<file path="src/design/fbr_pkg.sv">
// shared constants and types for the feedback frame receiver
`timescale 1ns / 1ps
package fbr_pkg;

  localparam int BYTE_W      = 8;
  localparam int WORD_W      = 16;
  localparam int FRAME_BYTES = 18;
  localparam int CHECK_WORDS = 8;
  localparam int OUT_WORDS   = 7;
  localparam int POS_W       = $clog2(FRAME_BYTES);
  localparam int PAYLOAD_W   = OUT_WORDS * WORD_W;

  localparam logic [WORD_W-1:0] START_WORD_RESET = 16'hABCD;
  localparam logic [POS_W-1:0]  POS_IDLE  = POS_W'(0);
  localparam logic [POS_W-1:0]  POS_FIRST = POS_W'(2);
  localparam logic [POS_W-1:0]  POS_LAST  = POS_W'(FRAME_BYTES - 1);

  typedef struct packed {
    logic                 valid;
    logic [PAYLOAD_W-1:0] payload;
  } fbr_result_t;

endpackage

</file>
<file path="src/design/fbr_frame_unit.sv">
// frame assembly, start detection and xor check for one byte per cycle while byte_en is high
`timescale 1ns / 1ps
module fbr_frame_unit
  import fbr_pkg::*;
(
  input  logic              clk,
  input  logic              rst_n,
  input  logic              byte_en,
  input  logic [BYTE_W-1:0] rx_byte,
  input  logic [WORD_W-1:0] start_word,
  output fbr_result_t       result
);

  logic [BYTE_W-1:0] prev_r, prev_nxt;
  logic [POS_W-1:0]  pos_r, pos_nxt;
  logic [BYTE_W-1:0] store_r [FRAME_BYTES];

  logic              start_hit;
  logic              frame_open;
  logic              complete;
  logic [WORD_W-1:0] words [CHECK_WORDS+1];
  logic [WORD_W-1:0] check;

  assign start_hit  = ({rx_byte, prev_r} == start_word);
  assign frame_open = (pos_r >= POS_FIRST) && (pos_r <= POS_LAST);
  assign complete   = !start_hit && (pos_r == POS_LAST);

  always_comb begin
    for (int k = 0; k < CHECK_WORDS; k++) begin
      words[k] = {store_r[2*k+1], store_r[2*k]};
    end
    words[CHECK_WORDS] = {rx_byte, store_r[FRAME_BYTES-2]};
    check = '0;
    for (int k = 0; k < CHECK_WORDS; k++) begin
      check = check ^ words[k];
    end
  end

  always_comb begin
    result.valid = byte_en && complete && (words[0] == start_word)
                   && (check == words[CHECK_WORDS]);
    for (int k = 0; k < OUT_WORDS; k++) begin
      result.payload[k*WORD_W +: WORD_W] = words[k+1];
    end
  end

  always_comb begin
    prev_nxt = prev_r;
    pos_nxt  = pos_r;
    if (byte_en) begin
      prev_nxt = rx_byte;
      if (start_hit) begin
        pos_nxt = POS_FIRST;
      end else if (complete) begin
        pos_nxt = POS_IDLE;
      end else if (frame_open) begin
        pos_nxt = pos_r + POS_W'(1);
      end
    end
  end

  always_ff @(posedge clk) begin
    if (!rst_n) begin
      prev_r <= '0;
      pos_r  <= POS_IDLE;
    end else begin
      prev_r <= prev_nxt;
      pos_r  <= pos_nxt;
    end
  end

  always_ff @(posedge clk) begin
    if (byte_en) begin
      if (start_hit) begin
        store_r[0] <= prev_r;
        store_r[1] <= rx_byte;
      end else if (frame_open) begin
        store_r[pos_r] <= rx_byte;
      end
    end
  end

endmodule

</file>
<file path="src/design/feedback_frame_receiver_unit.sv">
// top level of the feedback frame receiver with output register and skid stage
`timescale 1ns / 1ps
// Takes one received byte per cycle on the in_ stream and emits one word of
// seven 16-bit fields on the out_ stream for every 18-byte frame that opens
// with start_word (low byte first) and whose ninth word equals the xor of the
// first eight. The result is registered in the output register, or in the skid
// register on a stall; bad frames produce nothing. An output register plus one
// skid register sit on the result side, so in_tready stays high unless both
// are held by a stalled consumer. start_word resets to 0xABCD; the user must
// write it through the cfg_ channel while the block is idle (not enforced).
module feedback_frame_receiver_unit
  import fbr_pkg::*;
(
  input  logic                 clk,
  input  logic                 rst_n,
  input  logic                 in_tvalid,
  output logic                 in_tready,
  input  logic [7:0]           in_tdata,   // rx_byte
  output logic                 out_tvalid,
  input  logic                 out_tready,
  // command_one, command_two, right_speed, left_speed, battery_voltage,
  // board_temperature, led_word
  output logic [PAYLOAD_W-1:0] out_tdata,
  input  logic                 cfg_valid,
  output logic                 cfg_ready,
  input  logic [WORD_W-1:0]    cfg_data    // start_word
);

  logic [WORD_W-1:0]    start_word_r;
  logic                 out_valid_r, out_valid_nxt;
  logic [PAYLOAD_W-1:0] out_data_r, out_data_nxt;
  logic                 skid_valid_r, skid_valid_nxt;
  logic [PAYLOAD_W-1:0] skid_data_r, skid_data_nxt;
  logic                 in_accept;
  fbr_result_t          result;

  assign cfg_ready  = 1'b1;
  assign in_tready  = !skid_valid_r;
  assign in_accept  = in_tvalid && in_tready;
  assign out_tvalid = out_valid_r;
  assign out_tdata  = out_data_r;

  fbr_frame_unit u_frame (
    .clk        (clk),
    .rst_n      (rst_n),
    .byte_en    (in_accept),
    .rx_byte    (in_tdata),
    .start_word (start_word_r),
    .result     (result)
  );

  always_comb begin
    out_valid_nxt  = out_valid_r;
    out_data_nxt   = out_data_r;
    skid_valid_nxt = skid_valid_r;
    skid_data_nxt  = skid_data_r;
    if (!out_valid_r || out_tready) begin
      if (skid_valid_r) begin
        out_valid_nxt  = 1'b1;
        out_data_nxt   = skid_data_r;
        skid_valid_nxt = 1'b0;
      end else begin
        out_valid_nxt = result.valid;
        out_data_nxt  = result.payload;
      end
    end else if (result.valid) begin
      skid_valid_nxt = 1'b1;
      skid_data_nxt  = result.payload;
    end
  end

  always_ff @(posedge clk) begin
    if (!rst_n) begin
      start_word_r <= START_WORD_RESET;
      out_valid_r  <= 1'b0;
      skid_valid_r <= 1'b0;
    end else begin
      if (cfg_valid && cfg_ready) begin
        start_word_r <= cfg_data;
      end
      out_valid_r  <= out_valid_nxt;
      skid_valid_r <= skid_valid_nxt;
    end
  end

  always_ff @(posedge clk) begin
    out_data_r  <= out_data_nxt;
    skid_data_r <= skid_data_nxt;
  end

endmodule

</file>
<file path="config.mk">
export PLATFORM = sky130hd
export DESIGN_NAME = feedback_frame_receiver_unit
export DESIGN_NICKNAME = d
export VERILOG_FILES = /design/src/design/fbr_pkg.sv /design/src/design/fbr_frame_unit.sv /design/src/design/feedback_frame_receiver_unit.sv
export SDC_FILE = /design/constraint.sdc
export NUM_CORES = 1
export LEC_CHECK = 0
export ABC_AREA = 1
export CAP_MARGIN = 20
export CORE_ASPECT_RATIO = 0.6
export CORE_MARGIN = 4
export CORE_UTILIZATION = 66
export CTS_BUF_LIST = sky130_fd_sc_hd__clkbuf_2
export CTS_CLUSTER_DIAMETER = 150
export CTS_CLUSTER_SIZE = 20
export DETAILED_ROUTE_END_ITERATION = 6
export DONT_BUFFER_PORTS = 1
export PLACE_DENSITY = 0.78
export SLEW_MARGIN = 15
export SYNTH_ARGS = -nofsm -noshare
export SYNTH_HDL_FRONTEND = slang
export SYNTH_SLANG_ARGS = --single-unit
</file>
<file path="constraint.sdc">
create_clock -name clk -period 9.9 [get_ports clk]
set_input_delay 0.99 -clock clk [delete_from_list [all_inputs] [get_ports clk]]
set_output_delay 0.99 -clock clk [all_outputs]
set_load 0.02 [all_outputs]
</file>
==> run metrics, run 1 <==
hold slack final 0.0929 ns; Final Cycle Share 45.0%; CP Launch Point skid_valid_r; drt total wl 35800 µm; Worst-Margin Slew approximately 1.1 ns; GRT Overall Usage approximately a quarter; RSZ-0062 raised after global routing no; leakage power 6.79 nW; Seq cells post-synth between 300 and 400; post-route setup TNS 0 ns; terminus of the critical flop-to-flop path skid_data_r[47]; drt drc 0; first-pass GRT wire length 54400 µm; Root Driver clkbuf_2; FILL cells 1720; Ys Warns 0; ANT nets after route 0; syn_nets 1510; Crit path max-delay family simple AND/OR/NAND/NOR gates; Syn Inst Count 1477; Clock Skew 0.0756 ns; Synth Cell Area 16200 µm²; starting utilization of the core area about 67%; Post-Place Cells about 1800; status finished clean; CP bufs+invs 3; fin cells 1818; Worst R2R Setup Slack 5.45 ns; CTS tree done; MaxCap Viol Count 0; DR WL/cell slightly below 20 µm; share of post-route cells with drive strength above 1 4.48%; power density cells 146 nW/µm²; Synth area leaders edfxtp_1 (67%), nand2_1 (13%), dfxtp_1 (3.8%), inv_1 (3.5%), o21ai_0 (2.7%); FF-to-FF path depth 15; initial antenna violation count 1; count of different cell masters after synthesis 29; htree depth 1; io pins 144; fmax 225 MHz; TritonCTS Buffers 23; Core Util, Final 69.4%; CTS clk-pin slew, worst paths just under 0.4 ns; Top cell by count, worst path nor2_1; Via density 5.57; Core Box Area 24200 µm²; instance count on the critical path 15; largest net degree at the start of global routing 79; Pwr Total 2.45 mW; Crit Path Max Fanout between 60 and 70; Worst path slowest cell buf_4; Rel. slew slack 24.6%; critical path capture point type flip-flop; area grow syn2layout 3.71%; hold_buf cts 0; nets 1512; startpoint types flip-flop; vias post-DR 10100; Die H ~130 µm; CP arrival approximately 5 ns; post_cts resized 0; sequential share of the synthesized area between 70 and 80%; setup bufs post-CTS 0; top-area cell type share of the netlist area 66.8%; fin crit period 4.45 ns; CP Class reg2reg; Max clock buf depth 3; VDD IR max 0.0957 mV; First-pass DRT Iterations 6; die width 210 µm; Mean Syn Cell Area approximately 11 µm²; initial DRC count 1454; final setup fails 0; Max stage delay on crit path 0.63 ns; critical-path cell list clkinv_4 -> nand2_4 -> nor2_1 -> nand2_1 -> nor2_1 -> nand2_1 -> nor2_1 -> nand3_1 -> nor2_1 -> nand2_1 -> nor2_1 -> nand3_1 -> nor2_4 -> buf_4 -> buf_4; die area 27200 µm²; CTS Sinks slightly below 400; Final Hold Vio Count 0; worst r2r src skid_valid_r; post-synth top area cell edfxtp_1; worst skew pair latency 0.93 ns; count of pins over their slew limit 0; Req. time, crit path 10.50 ns; FP Rows 44; vias in the first global route between 9000 and 10000; GR Overflow Total 0; IO Port Bufs 0; gp weighted congestion 0.920; hold crit path type in2reg; detailed placement HPWL 25500 µm; end of the critical path skid_data_r[47]
metrics by stage:
stage | cell area (µm²) | worst slack, ns
after global routing | 16800 | 5.01
after CTS | 16700 | 5.43
final | 16800 | 5.45
after floorplan | 16200 | 1.65
after global placement | 16500 | 5.52
after detailed placement | 16500 | 5.47
sequential cells by signal, summed over array words and instances, names as in the netlist:
signal / flops
u_frame.prev_r: 8
u_frame.pos_r: 5
skid_valid_r: 1
skid_data_r: 112
out_tdata: 112
out_tvalid: 1
u_frame.store_r: 136
start_word_r: 16
cell usage in the layout, fill, tap and decap left out, drive strengths merged, types with 2 or more instances in the layout:
cell,n
inv,160
nand4,7
ha,4
clkbuf,39
buf,11
nand2b,2
nand3b,5
a21oi,28
nand2,570
edfxtp,360
xor2,23
a211oi,2
nand3,24
xnor2,45
nor2,83
dfxtp,31
o21ai,96
synth_stat cells:
master      n
nand2_1   569
edfxtp_1  360
inv_1     151
o21ai_0    88
nor2_1     81
xnor2_1    45
dfxtp_1    31
clkbuf_1   30
a21oi_1    28
nand3_1    24
xor2_1     23
o21ai_1     8
inv_2       7
nand4_1     6
nand3b_1    5
ha_1        4
a211oi_1    2
buf_4       2
nand2b_1    2
nor2_2      2
a311oi_1    1
buf_6       1
clkbuf_2    1
clkinv_4    1
conb_1      1
nand2_4     1
nand4_4     1
nor3_1      1
o22ai_1     1
metal layers:
layer | part of all wire (%) | wire length (µm) | vias to the layer above | track usage (%)
met3 | 11 | 4040 | 47 | 6.53
met4 | 2.2 | 797 | 0 | 6.10
met5 | 0 | 0 | - | 0
met2 | 41 | 14700 | 534 | 37.0
li1 | - | - | 4821 | -
met1 | 45 | 16300 | 4722 | 42.3
logic make-up after synthesis:
kind of cell,Yosys count,share of synthesized area (%)
DFF,391,70.7
AOI/OAI and AO/OA,128,4.02
other,1,0.0232
xor gates and xnor gates,68,3.68
adders and majority gates,4,0.309
buffers and inverters,193,4.61
and+or+nand+nor,692,16.7
final cells by class:
cell class	count	area [µm²]	area share (%)
flip-flops and latches	391	11400	68.2
inverters	159	604	3.60
multi-input cells	893	4010	23.9
clock buffers	39	195	1.16
well taps	322	403	2.40
clock inverters	2	15.0	0.0895
diodes	1	2.50	0.0149
repair buffers	11	114	0.679
worst register-to-register path, stage by stage, from the launching register on:
cell and delay (ns):
dfxtp_4 0.55, clkinv_4 0.42, nand2_4 0.27, nor2_1 0.16
nand2_1 0.06, nor2_1 0.10, nand2_1 0.05, nor2_1 0.15
nand3_1 0.11, nor2_1 0.10, nand2_1 0.05, nor2_1 0.10
nand3_1 0.16, nor2_4 0.55, buf_4 0.59, buf_4 0.66
report_power, final:
group          total, mW  internal (mW)  switching (mW)
logic             0.0718         0.0244          0.0474
clock network      0.566          0.103           0.463
registers           1.81           1.80          0.0154
how the worst min path moves through the flow:
| stage | from | end | slack [ns] | depth (start not counted) |
|---|---|---|---|---|
| 2_1_floorplan | u_frame.store_r[13][0] | skid_data_r[88] | 0.43 | 0 |
| 3_3_place_gp | u_frame.store_r[13][0] | skid_data_r[88] | 0.43 | 0 |
| 3_5_place_dp | u_frame.store_r[13][0] | skid_data_r[88] | 0.43 | 0 |
| 4_1_cts | cfg_valid | start_word_r[8] | 0.02 | 1 |
| 5_1_grt | cfg_valid | start_word_r[3] | 0.03 | 1 |
| 6_report | cfg_valid | start_word_r[8] | 0.09 | 1 |
Power figures use the tool's default switching activity.
==> inputs of run 2 (changes only) <==
--- a/config.mk
+++ b/config.mk
@@ -9,13 +9,13 @@
 export CAP_MARGIN = 20
 export CORE_ASPECT_RATIO = 0.6
 export CORE_MARGIN = 4
-export CORE_UTILIZATION = 66
+export CORE_UTILIZATION = 59
 export CTS_BUF_LIST = sky130_fd_sc_hd__clkbuf_2
 export CTS_CLUSTER_DIAMETER = 150
 export CTS_CLUSTER_SIZE = 20
 export DETAILED_ROUTE_END_ITERATION = 6
 export DONT_BUFFER_PORTS = 1
-export PLACE_DENSITY = 0.78
+export PLACE_DENSITY = 0.74
 export SLEW_MARGIN = 15
 export SYNTH_ARGS = -nofsm -noshare
 export SYNTH_HDL_FRONTEND = slang
==> constraint.sdc (replaced) <==
create_clock -name clk -period 3.65 [get_ports clk]
set_input_delay 0.365 -clock clk [delete_from_list [all_inputs] [get_ports clk]]
set_output_delay 0.365 -clock clk [all_outputs]
set_load 0.02 [all_outputs]
==> run metrics, run 2 (synthesis gave the netlist of run 1 again) <==
CTS clk-pin slew, worst paths 0.36 ns; VDD IR max 0.194 mV; instance count on the critical path 14; Max clock buf depth 3; TritonCTS Buffers 23; worst skew pair latency 1.06 ns; ANT nets after route 0; vias post-DR 10200; Largest register FFs 136; startpoint types flip-flop; CTS tree done; final setup fails 0; design area about 17000 µm²; critical path capture point type flip-flop; status finished clean; Post-DP Area between 15000 and 20000 µm²; FP Rows 46; initial DRC count 1235; Worst-Margin Slew 1.10 ns; First-pass DRT Iterations 6; vias in the first global route roughly 9400; Max stage delay on crit path 0.61 ns; die width 222 µm; io pins between 100 and 150; leakage power between 6 and 7 nW; Final Cycle Share 81.8%; fmax 335 MHz; most common cell after layout, fill and taps aside nand2_1; starting utilization of the core area roughly three fifths; CTS Sinks between 300 and 400; hold slack final 0.0531 ns; RSZ-0062 raised after global routing no; IO Port Bufs 0; FILL cells 2077; Pwr Total between 6 and 7 mW; CP bufs+invs 2; GR Overflow Total 0; Core Box Area 26700 µm²; Rel. slew slack 26.1%; hold path cells 3; Worst path slowest cell dfxtp_4; Clock Skew just over 0.09 ns; Top cell by count, worst path nor2_1; nets between 1500 and 2000; Via density 5.36; CP Class reg2reg; CP arrival roughly 3.7 ns; critical-path cell list clkinv_4 -> nand2_4 -> nor2_1 -> nand2_1 -> nor2_1 -> nand2_1 -> nor2_1 -> nand3_1 -> nor2_1 -> nand2_1 -> nor2_1 -> nand3_1 -> nor2_4 -> buf_12; drt drc 0; DR WL/cell 19.2 µm; GRT Overall Usage 24.0%; Core Util, Final 64.8%; initial antenna violation count 3; hold crit path type in2reg; first-pass GRT wire length 55000 µm; Crit path max-delay family simple AND/OR/NAND/NOR gates; htree depth 1; count of pins over their slew limit 0; share of post-route cells with drive strength above 1 4.92%; Root Driver clkbuf_2; MaxCap Viol Count 0; Req. time, crit path roughly 4.3 ns; die area 30200 µm²; gp weighted congestion 0.941; Crit Path Max Fanout 112; most flop-heavy register u_frame.store_r; setup bufs post-CTS 0; detailed placement HPWL 24900 µm; fin crit period 2.98 ns; area grow syn2layout 6.93%; largest net degree at the start of global routing roughly 110; Die H ~140 µm; commonest cells after routing, fill and taps aside nand2_1 (569), edfxtp_1 (360), inv_1 (149), o21ai_0 (88), nor2_1 (79); power density cells 392 nW/µm²; drt total wl 36500 µm; FF-to-FF path depth 14; Final Hold Vio Count 0
==> run 2: cell types whose count changed in the layout (fill, tap and decap cells not counted), moves of 3 or more <==
cell / previous run / this run
dlygate4sd3_1: 0 / 43
buf_4: 7 / 15
buf_6: 3 / 0
diode_2: 1 / 4
==> run 2: power breakdown <==
part,internal [mW],leakage [nW],switching [mW],total (mW)
Clock,0.286,0.176,1.29,1.58
Sequential,4.88,3.67,0.0357,4.92
Combinational,0.0991,3.15,0.178,0.277
==> run 2: path summary, 6_finish.rpt <==
check / startpoint / end / slack, ns
worst max-delay path: skid_valid_r / skid_data_r[87] / 0.67
worst min-delay path: cfg_data[10] / start_word_r[10] / 0.05
worst max register to register: skid_valid_r / skid_data_r[87] / 0.67
worst min register to register: u_frame.store_r[7][1] / skid_data_r[41] / 0.47
==> run 2: per-stage QoR <==
stage	std cells	TNS [ns]	setup WS, ns
final	1908	0	0.665
after global routing	1906	0	0.443
after CTS	1904	0	0.643
after detailed placement	1819	0	0.774
after global placement	1819	0	0.814
after floorplan	1477	-451.87	-4.03
==> run 2: per-layer routing <==
metal  vias up  global-route usage [%]  wire, µm
met3        37                    6.11      3690
met4         2                    3.44       504
li1       4922                       -         -
met5         -                       0        13
met1      4839                    38.2     17200
met2       435                    34.2     15200
==> run 2: final cells by class <==
type	instances	area [µm²]	area share, %
inverters	159	606	3.50
repair buffers	59	563	3.26
multi-input cells	893	4010	23.2
clock buffers	40	200	1.16
well taps	360	450	2.60
clock inverters	2	15.0	0.0868
diodes	4	10.0	0.0579
flip-flops and latches	391	11400	66.1
==> run 2: tightest hold or removal path, cell delays in order <==
cell           delay (ns)
dlygate4sd3_1        0.52
o21ai_0              0.09
a21oi_1              0.11
==> run 2: what timing repair did <==
item,4_1_cts,5_1_grt
hold buffers,43,0
gates resized for setup,0,0
endpoints found under the hold margin,273,0
==> inputs of run 3 (changes only) <==
--- a/config.mk
+++ b/config.mk
@@ -5,17 +5,17 @@
 export SDC_FILE = /design/constraint.sdc
 export NUM_CORES = 1
 export LEC_CHECK = 0
-export ABC_AREA = 1
+export ABC_AREA = 0
 export CAP_MARGIN = 20
 export CORE_ASPECT_RATIO = 0.6
 export CORE_MARGIN = 4
-export CORE_UTILIZATION = 59
+export CORE_UTILIZATION = 66
 export CTS_BUF_LIST = sky130_fd_sc_hd__clkbuf_2
 export CTS_CLUSTER_DIAMETER = 150
 export CTS_CLUSTER_SIZE = 20
 export DETAILED_ROUTE_END_ITERATION = 6
 export DONT_BUFFER_PORTS = 1
-export PLACE_DENSITY = 0.74
+export PLACE_DENSITY = 0.78
 export SLEW_MARGIN = 15
 export SYNTH_ARGS = -nofsm -noshare
 export SYNTH_HDL_FRONTEND = slang
==> constraint.sdc (replaced) <==
create_clock -name clk -period 2.93 [get_ports clk]
set_input_delay 0.293 -clock clk [delete_from_list [all_inputs] [get_ports clk]]
set_output_delay 0.293 -clock clk [all_outputs]
set_load 0.02 [all_outputs]
==> run metrics, run 3 <==
status complete, but fails checks; failing checks setup timing; Core Util, Final 74.9%; vias post-DR 7620; ys async rst share 0%; Largest register FFs 136; Die H 126 µm; fin crit period 2.98 ns; largest net degree at the start of global routing 79; DR WL/cell 27.3 µm; critical path capture point type flip-flop; count of different cell masters after synthesis between 40 and 50; Core Box Area 22400 µm²; most flop-heavy register u_frame.store_r; Post-synth top cells edfxtp_1 (360), mux2_2 (117), xnor2_1 (101), nand2_1 (36), nor2_1 (34); drt drc 0; ANT nets after route 0; vias in the first global route between 7000 and 8000; leakage power 5.61 nW; GRT Overall Usage 26.2%; final setup fails 79; io pins 144; share of post-route cells with drive strength above 1 21.7%; HP Start in_tdata[1]; Root Driver clkbuf_2; power density cells 495 nW/µm²; worst skew pair latency between 0.9 and 1 ns; die width approximately 200 µm; CTS clk-pin slew, worst paths 0.40 ns; htree depth 1; first-pass GRT wire length 49900 µm; Seq cells post-synth 391; most frequent cell after synthesis edfxtp_1; Req. time, crit path around 3.6 ns; met3 Usage GRT under 10%; post-synth top area cell edfxtp_1; gp weighted congestion slightly above 0.9; fmax 335 MHz; Main synth FF type edfxtp_1; MaxCap Viol Count 0; Mean Syn Cell Area ~18 µm²; sequential share of the synthesized area 74.7%; TritonCTS Buffers 23; Final Cycle Share 102%; drt total wl ~34000 µm; CP arrival 3.60 ns; Max clock buf depth 3; hold path cells 7; Synth area leaders edfxtp_1 (71%), mux2_2 (8.6%), xnor2_1 (5.8%), dfxtp_1 (4.1%), xnor3_1 (2.2%); starting utilization of the core area about two thirds; Via density 6.09; Setup WS post-layout -0.0526 ns; syn_nets 872; top-area cell type share of the netlist area 70.7%; IO Port Bufs 0; hold crit path type in2reg; CTS Sinks between 300 and 400; Ys Warns 0; Hold Path Sink u_frame.pos_r[4]; First-pass DRT Iterations 7; met1 usage between 40% and 50%; CP Class reg2reg; Worst-Margin Slew 1.10 ns; Top Usage Layer GRT met1; commonest cells after routing, fill and taps aside edfxtp_1 (360), mux2_2 (117), xnor2_1 (100), dlygate4sd3_1 (60), nand2_1 (36); Syn Inst Count between 800 and 900; number of enable flip-flop cells after synthesis 360; most common cell after layout, fill and taps aside edfxtp_1; initial DRC count around 800; FF-to-FF path depth 8; grt met2 use 38.8%; hold slack final 0.0725 ns; FP Rows 42; initial antenna violation count 3; Synth Cell Area 15300 µm²; RSZ-0062 raised after global routing yes; startpoint types flip-flop; terminus of the critical flop-to-flop path skid_data_r[99]; Final Hold Vio Count 0; GR Overflow Total 0; count of pins over their slew limit 0; nets 968; Rel. slew slack 26.5%; Pwr Total slightly above 8 mW; VDD IR max 0.364 mV; worst r2r src u_frame.store_r[1][1]; Clock Skew 0.0980 ns; Worst R2R Setup Slack -0.05 ns; CTS tree done; area grow syn2layout 9.56%; FILL cells 1305; Crit Path Max Fanout 28; dpl ws 0.0564 ns; detailed placement HPWL around 22000 µm; die area 25800 µm²
run 3: metrics by stage:
stage	setup TNS, ns	cells	area, µm²
3_3_place_gp	0	1153	15900
6_report	-1.57	1251	16800
3_5_place_dp	0	1153	15900
5_1_grt	-5.34	1251	16800
4_1_cts	0	1242	16600
2_1_floorplan	-196.12	839	15300
run 3: kinds of logic after synthesis:
family,synth area share (%)
mux,9.88
flops,74.7
other cells,0.0245
buf+inv,0.703
simple gates,3.65
xor+xnor,9.65
compound gates,1.03
fa+ha+maj,0.327
run 3: worst max-delay path, cell delays in order, from the launching register on:
cell	delay, ns
edfxtp_1	0.50
xnor2_1	0.46
xnor3_1	0.42
xnor2_1	0.17
nor4_1	0.33
nand3_1	0.17
nor3_4	0.24
buf_4	0.18
buf_12	0.19
run 3: area by class of cell:
class,instances,area (µm²),area share (%)
repair buffers,94,945,5.64
diodes,1,2.50,0.0149
inverters,4,15.0,0.0896
clock buffers,30,150,0.896
flip-flops and latches,391,11400,68.2
well taps,308,385,2.30
clock inverters,2,15.0,0.0896
multi-input cells,421,3810,22.7
run 3: worst max-delay path by stage:
stage	slack (ns)	depth (start not counted)	startpoint	end
6_report	-0.05	8	u_frame.store_r[1][1]	skid_data_r[99]
5_1_grt	-0.18	7	u_frame.pos_r[1]	u_frame.store_r[11][6]
4_1_cts	0.002	8	u_frame.store_r[0][2]	skid_data_r[9]
3_5_place_dp	0.06	7	u_frame.pos_r[1]	u_frame.store_r[3][1]
3_3_place_gp	0.08	8	u_frame.store_r[3][1]	skid_data_r[13]
2_1_floorplan	-1.75	6	u_frame.store_r[11][3]	skid_data_r[0]
run 3: per-layer routing:
layer | wire (µm) | up-vias | part of all wire (%)
li1 | - | 3326 | -
met1 | 15700 | 3919 | 46
met2 | 15200 | 333 | 45
met3 | 2640 | 42 | 7.7
met4 | 597 | 0 | 1.7
met5 | 0 | - | 0
run 3: power by group:
group	internal, mW	switching [mW]
Clock	0.274	1.54
Combinational	0.176	0.190
Sequential	6.07	0.0458
run 3: timing repair:
action / 4_1_cts / 5_1_grt
cloned: 0 / 2
endpoints found under the hold margin: 185 / 2
pin swaps: 0 / 2
resized for setup: 4 / 7
endpoints found under the setup margin: 6 / 181
buffers inserted: 0 / 3
hold buffers: 57 / 3
